===== src/hw/rtl/stbs_pkg.sv =====
package stbs_pkg;

  localparam int DEPTH_DEFAULT = 1024;
  localparam int KEY_W         = 32;
  localparam int KIND_W        = 2;
  localparam int STATUS_W      = 3;
  localparam int POS_W         = 10;

  localparam logic [KIND_W-1:0] KIND_CLEAR  = 2'd0;
  localparam logic [KIND_W-1:0] KIND_APPEND = 2'd1;
  localparam logic [KIND_W-1:0] KIND_SEARCH = 2'd2;

  localparam logic [STATUS_W-1:0] ST_CLEARED  = 3'd0;
  localparam logic [STATUS_W-1:0] ST_APPENDED = 3'd1;
  localparam logic [STATUS_W-1:0] ST_FULL     = 3'd2;
  localparam logic [STATUS_W-1:0] ST_FOUND    = 3'd3;
  localparam logic [STATUS_W-1:0] ST_MISSING  = 3'd4;

  typedef enum logic [2:0] {
    S_IDLE,
    S_SORT_RD_A,
    S_SORT_RD_B,
    S_SORT_CMP,
    S_SORT_WR,
    S_PROBE,
    S_CHECK,
    S_DONE
  } state_t;

  typedef struct packed {
    logic lt;
    logic eq;
  } cmp_res_t;

endpackage


===== src/hw/rtl/stbs_cmp.sv =====
module stbs_cmp (
  input  logic [stbs_pkg::KEY_W-1:0] a,
  input  logic [stbs_pkg::KEY_W-1:0] b,
  output stbs_pkg::cmp_res_t         res
);

  import stbs_pkg::*;

  always_comb begin
    res.lt = $signed(a) < $signed(b);
    res.eq = a == b;
  end

endmodule


===== config.mk =====
export PLATFORM = sky130hd
export DESIGN_NAME = stbs_cmp
export DESIGN_NICKNAME = d
export VERILOG_FILES = /design/src/hw/rtl/stbs_pkg.sv /design/src/hw/rtl/stbs_cmp.sv
export SDC_FILE = /design/constraint.sdc
export NUM_CORES = 1
export LEC_CHECK = 0
export BUFFER_PORTS_ARGS = -buffer_cell sky130_fd_sc_hd__buf_4
export CAP_MARGIN = 25
export CORE_ASPECT_RATIO = 1.5
export CORE_UTILIZATION = 38
export DETAILED_ROUTE_END_ITERATION = 7
export PLACE_DENSITY = 0.84
export SYNTH_ARGS = -nofsm -noshare
export SYNTH_HDL_FRONTEND = slang
export SYNTH_SLANG_ARGS = --single-unit

===== constraint.sdc =====
create_clock -name vclk -period 1.1
set_input_delay 0 -clock vclk [all_inputs]
set_output_delay 0 -clock vclk [all_outputs]
set_load 0.02 [all_outputs]

==> impl_results.md, run 1 <==
- Outcome: complete, but fails checks
- Failing checks: negative setup slack
- Number of global-route vias before repair: roughly 1300
- Share of the clock period used by the worst path after layout: 136%
- Leakage component of the power: 0.877 nW
- Final Hold Vio Count: 0
- Buf/Inv on CP: 4
- Setup slack of the critical path after layout: -0.393 ns
- Number of iterations in the first detailed-routing pass: 4
- Cell accounting for the most synthesized area: sky130_fd_sc_hd__ha_1
- DRC violations left: 0
- RSZ-0062 raised after global routing: yes
- Top post-synthesis cells by area: sky130_fd_sc_hd__ha_1 (49%), sky130_fd_sc_hd__inv_1 (15%), sky130_fd_sc_hd__a21oi_1 (6.7%), sky130_fd_sc_hd__nand4_1 (4.6%), sky130_fd_sc_hd__nand2_1 (3.2%)
- Final period demand of the worst path: 1.49 ns
- Overall via count from detail_route: 1146
- Detailed Route Iter0 Violations: 22
- Setup violators final: 2
- Path category of the worst min-delay check: in -> out
- Worst vdd rail ir drop: 0.247 mV
- Worst path max stage delay: 0.27 ns
- Die height: 58.9 um
- Global-route wire length before repair: 5.18 mm
- Pin count of the biggest net entering global routing: 5
- Worst-Margin Slew: 0.346 ns
- Count of cell types in the netlist: 24
- Placeable core area: 2030 um2
- Critical Path Start Type: input port
- Slowest library cell on the worst path: sky130_fd_sc_hd__ha_4
- Total Routed Length: between 3 and 4 mm
- Global placer's final weighted congestion: 0.742
- Maximum fanout count along the critical path: 3
- Row count: 20
- Highest clock rate: approximately 0.67 GHz
- Placement Setup Slack: -0.457 ns
- Antenna Nets Post-Route: 0
- Top cell types by occurrence after synthesis: sky130_fd_sc_hd__ha_1 (32), sky130_fd_sc_hd__inv_1 (32), sky130_fd_sc_hd__a21oi_1 (11)
- Data arrival time at the worst-slack endpoint: 1.49 ns
- Die ar.: approximately 2400 um2
- Initial Utilization: about two fifths
- YS warnings: 0
- Share of the synthesized area in the top cell type: 48.8%
- Antenna violations before repair: 0
- Mean routed wirelength per cell: 15.5 um
- Overall track demand over capacity in global routing: 30.6%
- Post-synthesis cell area: between 800 and 900 um2
- # hold bufs at CTS: 0
- Global-route congestion overflow total: 0
- Register area share after synthesis: 0%
- Crit-path leading delay family: compound AO/OA/AOI/OAI gates
- CP Cell Sequence: buf_8 > inv_4 > ha_4 > nand4_1 > buf_4 > nor4_4 > a21boi_2 > o31a_1 > o22ai_4 > buf_6
- Category of the most critical setup path: in -> out
- CP Data Required Time: between 1 and 1.5 ns
- Number of primary I/O pins: 66
- Post-Syn Nets: 209
- Average cell area after synthesis: 7.26 um2
- Number of violations of the max-capacitance limit: 0
- Average via count per standard cell: 5.43
- Layout area overhead: 123%
- Ant diodes: 0
- Post-detailed-placement half-perimeter wirelength: 2.66 mm
- Max-Slew Margin vs Limit: 76.8%
- Share of post-route cells with drive strength above 1: 68.3%
- Power density over cell area: 389 nW/um2
- CP Capture Type: output port
- Number of cells produced by synthesis: 113
- Final worst hold slack: 0.531 ns
- Sequential Area: 0 um2
- Count of input and output buffers: 66
- Final core utilization: 90.4%
- Count of clock-net buffers in the final layout: 0
- Final net count: roughly 290
- Seq_cells: 0
- X dimension of the die: around 40 um
- Final Max Tran Viols: 0
## where the power goes
part,internal [mW],switching (mW),total [mW],leakage (nW)
clock,0,0,0,0
sequential,0,0,0,0
combinational,0.407,0.305,0.712,0.877
total,0.407,0.305,0.712,0.877
## cell usage in the layout, fill, tap and decap left out, drive strengths merged
master	netlist	layout
a211oi	1	1
a21boi	1	1
a21o	2	2
a21oi	12	12
a221o	1	1
a221oi	1	1
buf	0	76
ha	32	32
inv	32	32
nand2	7	7
nand3	2	2
nand4	7	7
nor2	4	4
nor2b	1	1
nor3	1	1
nor4	2	2
o2111ai	1	1
o211ai	1	1
o21ai	3	3
o22ai	1	1
o31a	1	1
## area by class of cell
type | instances | area (um2)
fillers | 91 | 194
repair buffers | 76 | 612
well taps | 22 | 27.5
multi-input cells | 81 | 1040
inverters | 32 | 153
## cell families after synthesis
| group | after synthesis | synth area share [%] |
|---|---|---|
| AO/OA/AOI/OAI | 25 | 20.6 |
| adder cells (fa/ha/maj) | 32 | 48.8 |
| buffers and inverters | 32 | 14.6 |
| AND/OR/NAND/NOR | 24 | 16.0 |
## per-layer routing
layer	vias up	track usage [%]	routed length, um
met1	524	26.2	1020
li1	549	-	-
met4	0	12.8	135
met2	57	62.7	1980
met5	-	0	0
met3	16	3.02	148
## worst min-delay path: cells and delay by family
kind / cells / cell delay, ns
AO/OA/AOI/OAI: 3 / 0.20
buffers and inverters: 2 / 0.22
adder cells (fa/ha/maj): 1 / 0.11
## timing repair
action	4_1_cts	5_1_grt
resized for setup	12	8
setup endpoints to repair	2	2
setup buffers	3	0
pin swaps	12	7
## metrics by stage
stage	cell area (um2)	TNS, ns	std cells	power, mW
after CTS	1810	-0.546	211	0.686
after floorplan	1160	-0.0986	113	0.323
after global routing	1830	-0.737	211	0.773
final	1830	-0.585	211	0.712
after detailed placement	1740	-0.723	208	0.653
after global placement	1740	-0.632	208	0.601
## final timing paths
path              start  endpoint  slack [ns]  cells after the start
setup / recovery  b[14]    res[1]       -0.39                     10
hold / removal    a[31]    res[1]        0.53                      6
(Power assumes the default switching activity.)
==> run 2, diff against run 1 <==
--- a/config.mk
+++ b/config.mk
@@ -8,6 +8,7 @@
 export BUFFER_PORTS_ARGS = -buffer_cell sky130_fd_sc_hd__buf_4
 export CAP_MARGIN = 25
 export CORE_ASPECT_RATIO = 1.5
+export CORE_MARGIN = 2
 export CORE_UTILIZATION = 38
 export DETAILED_ROUTE_END_ITERATION = 7
 export PLACE_DENSITY = 0.84
==> constraint.sdc (replaced) <==
create_clock -name vclk -period 1.3
set_input_delay 0 -clock vclk [all_inputs]
set_output_delay 0 -clock vclk [all_outputs]
set_load 0.02 [all_outputs]
==> impl_results.md, run 2 (synthesized netlist as in run 1, its figures left out) <==
- Worst vdd rail ir drop: 0.216 mV
- Average via count per standard cell: 5.56
- Antenna violations before repair: 0
- Initial Utilization: between 40% and 50%
- Layout area overhead: 121%
- Die ar.: around 2600 um2
- X dimension of the die: 41.9 um
- Leakage component of the power: 0.884 nW
- Failing checks: negative setup slack
- Highest clock rate: about 0.64 GHz
- Max-Slew Margin vs Limit: 78.3%
- DRC violations left: 0
- Non-Filler Cell Area, Final: ~1800 um2
- Sequential Area: 0 um2
- Final core utilization: 89.5%
- Global placer's final weighted congestion: ~0.80
- Antenna Nets Post-Route: 0
- Final worst hold slack: around 0.53 ns
- Overall via count from detail_route: around 1200
- RSZ-0062 raised after global routing: yes
- Setup violators final: 2
- Net switching power: 0.271 mW
- Worst path max stage delay: 0.37 ns
- Number of violations of the max-capacitance limit: 0
- Count of clock-net buffers in the final layout: 0
- Internal power of the cells: 0.351 mW
- Data arrival time at the worst-slack endpoint: 1.57 ns
- Count of input and output buffers: 66
- Seq_cells: 0
- Outcome: complete, but fails checks
- Setup slack of the critical path after layout: -0.271 ns
- Global-route wire length before repair: 4.91 mm
- CP Cell Sequence: buf_4 > inv_2 > ha_4 > a21oi_4 > o21ai_1 > a221o_1 > o31a_1 > o22ai_4 > buf_6
- Share of total power in combinational logic: 100.0%
- Global-route congestion overflow total: 0
- Die height: 60.9 um
- Path category of the worst min-delay check: in -> out
- Final Max Tran Viols: 0
- Post-detailed-placement cell area: 1430 um2
- Detailed Route Iter0 Violations: 13
- Number of primary I/O pins: 66
- CP Capture Type: output port
- Setup TNS: -0.387 ns
- Row count: 20
- Slowest library cell on the worst path: sky130_fd_sc_hd__a221o_1
- Overall track demand over capacity in global routing: 24.9%
- Share of the clock period used by the worst path after layout: 121%
- Placeable core area: 2030 um2
- Final Hold Vio Count: 0
- Most common library cell in the layout ignoring fill and taps: sky130_fd_sc_hd__buf_4
- Post-detailed-placement half-perimeter wirelength: 2.24 mm
- Buf/Inv on CP: 3
- Share of post-route cells with drive strength above 1: 65.4%
- Number of iterations in the first detailed-routing pass: 4
- Multi-input gate area: 1020 um2
- Mean routed wirelength per cell: 18.8 um
- Net switching fraction of the power: 43.6%
- Number of global-route vias before repair: 1267
- Crit-path leading delay family: compound AO/OA/AOI/OAI gates
- Maximum fanout count along the critical path: 2
- Worst-Margin Slew: ~0.32 ns
- Fillcell total: between 90 and 100
- Proportion of power drawn by flip-flops and latches: 0%
- Power density over cell area: 343 nW/um2
- Pin count of the biggest net entering global routing: 5
- Critical Path Start Type: input port
- Category of the most critical setup path: in -> out
- CP Data Required Time: 1.30 ns
- Leading cell types in the layout, fill and taps excluded: sky130_fd_sc_hd__buf_4 (59), sky130_fd_sc_hd__ha_4 (20), sky130_fd_sc_hd__inv_1 (18)
- Ant diodes: 0
- Total Routed Length: 3.94 mm
- # hold bufs at CTS: 0
- Final period demand of the worst path: 1.57 ns
- Clk network pwr share: 0%
- Final net count: between 200 and 300
run 2: cell count changes in the layout (fill, tap and decap cells not counted), sizes merged:
cell  delta
buf      -1
run 2: path summary, 6_finish.rpt:
| check | from | to | slack (ns) | depth (start not counted) |
|---|---|---|---|---|
| max | b[5] | res[1] | -0.27 | 9 |
| min | a[31] | res[1] | 0.53 | 6 |
run 2: timing repair:
action,4_1_cts,5_1_grt
resized for setup,51,18
setup endpoints to repair,2,2
buffers inserted,1,1
pin swaps,23,15
run 2: layout make-up:
type / instances / area share, %
well taps: 22 / 1.52
inverters: 32 / 7.72
repair buffers: 75 / 34.3
multi-input cells: 81 / 56.4
run 2: routing by layer:
| layer | wire, um | GRT usage, % | up-vias |
|---|---|---|---|
| li1 | - | - | 546 |
| met1 | 1120 | 17.9 | 529 |
| met2 | 2340 | 59.2 | 69 |
| met3 | 187 | 2.68 | 24 |
| met4 | 299 | 12.9 | 0 |
| met5 | 0 | 0 | - |
run 2: power by group through the flow:
stage / logic, mW / registers [mW] / clock network (mW)
CTS: 0.544 / 0 / 0
floorplan: 0.202 / 0 / 0
finish: 0.622 / 0 / 0
global route: 0.668 / 0 / 0
global placement: 0.403 / 0 / 0
detailed placement: 0.426 / 0 / 0
run 2: per-stage QoR:
step,total power [mW],worst slack [ns],std cells
finish,0.622,-0.271,210
CTS,0.544,-0.139,209
floorplan,0.202,0.00645,113
global route,0.668,-0.293,210
detailed placement,0.426,-0.270,208
global placement,0.403,-0.225,208
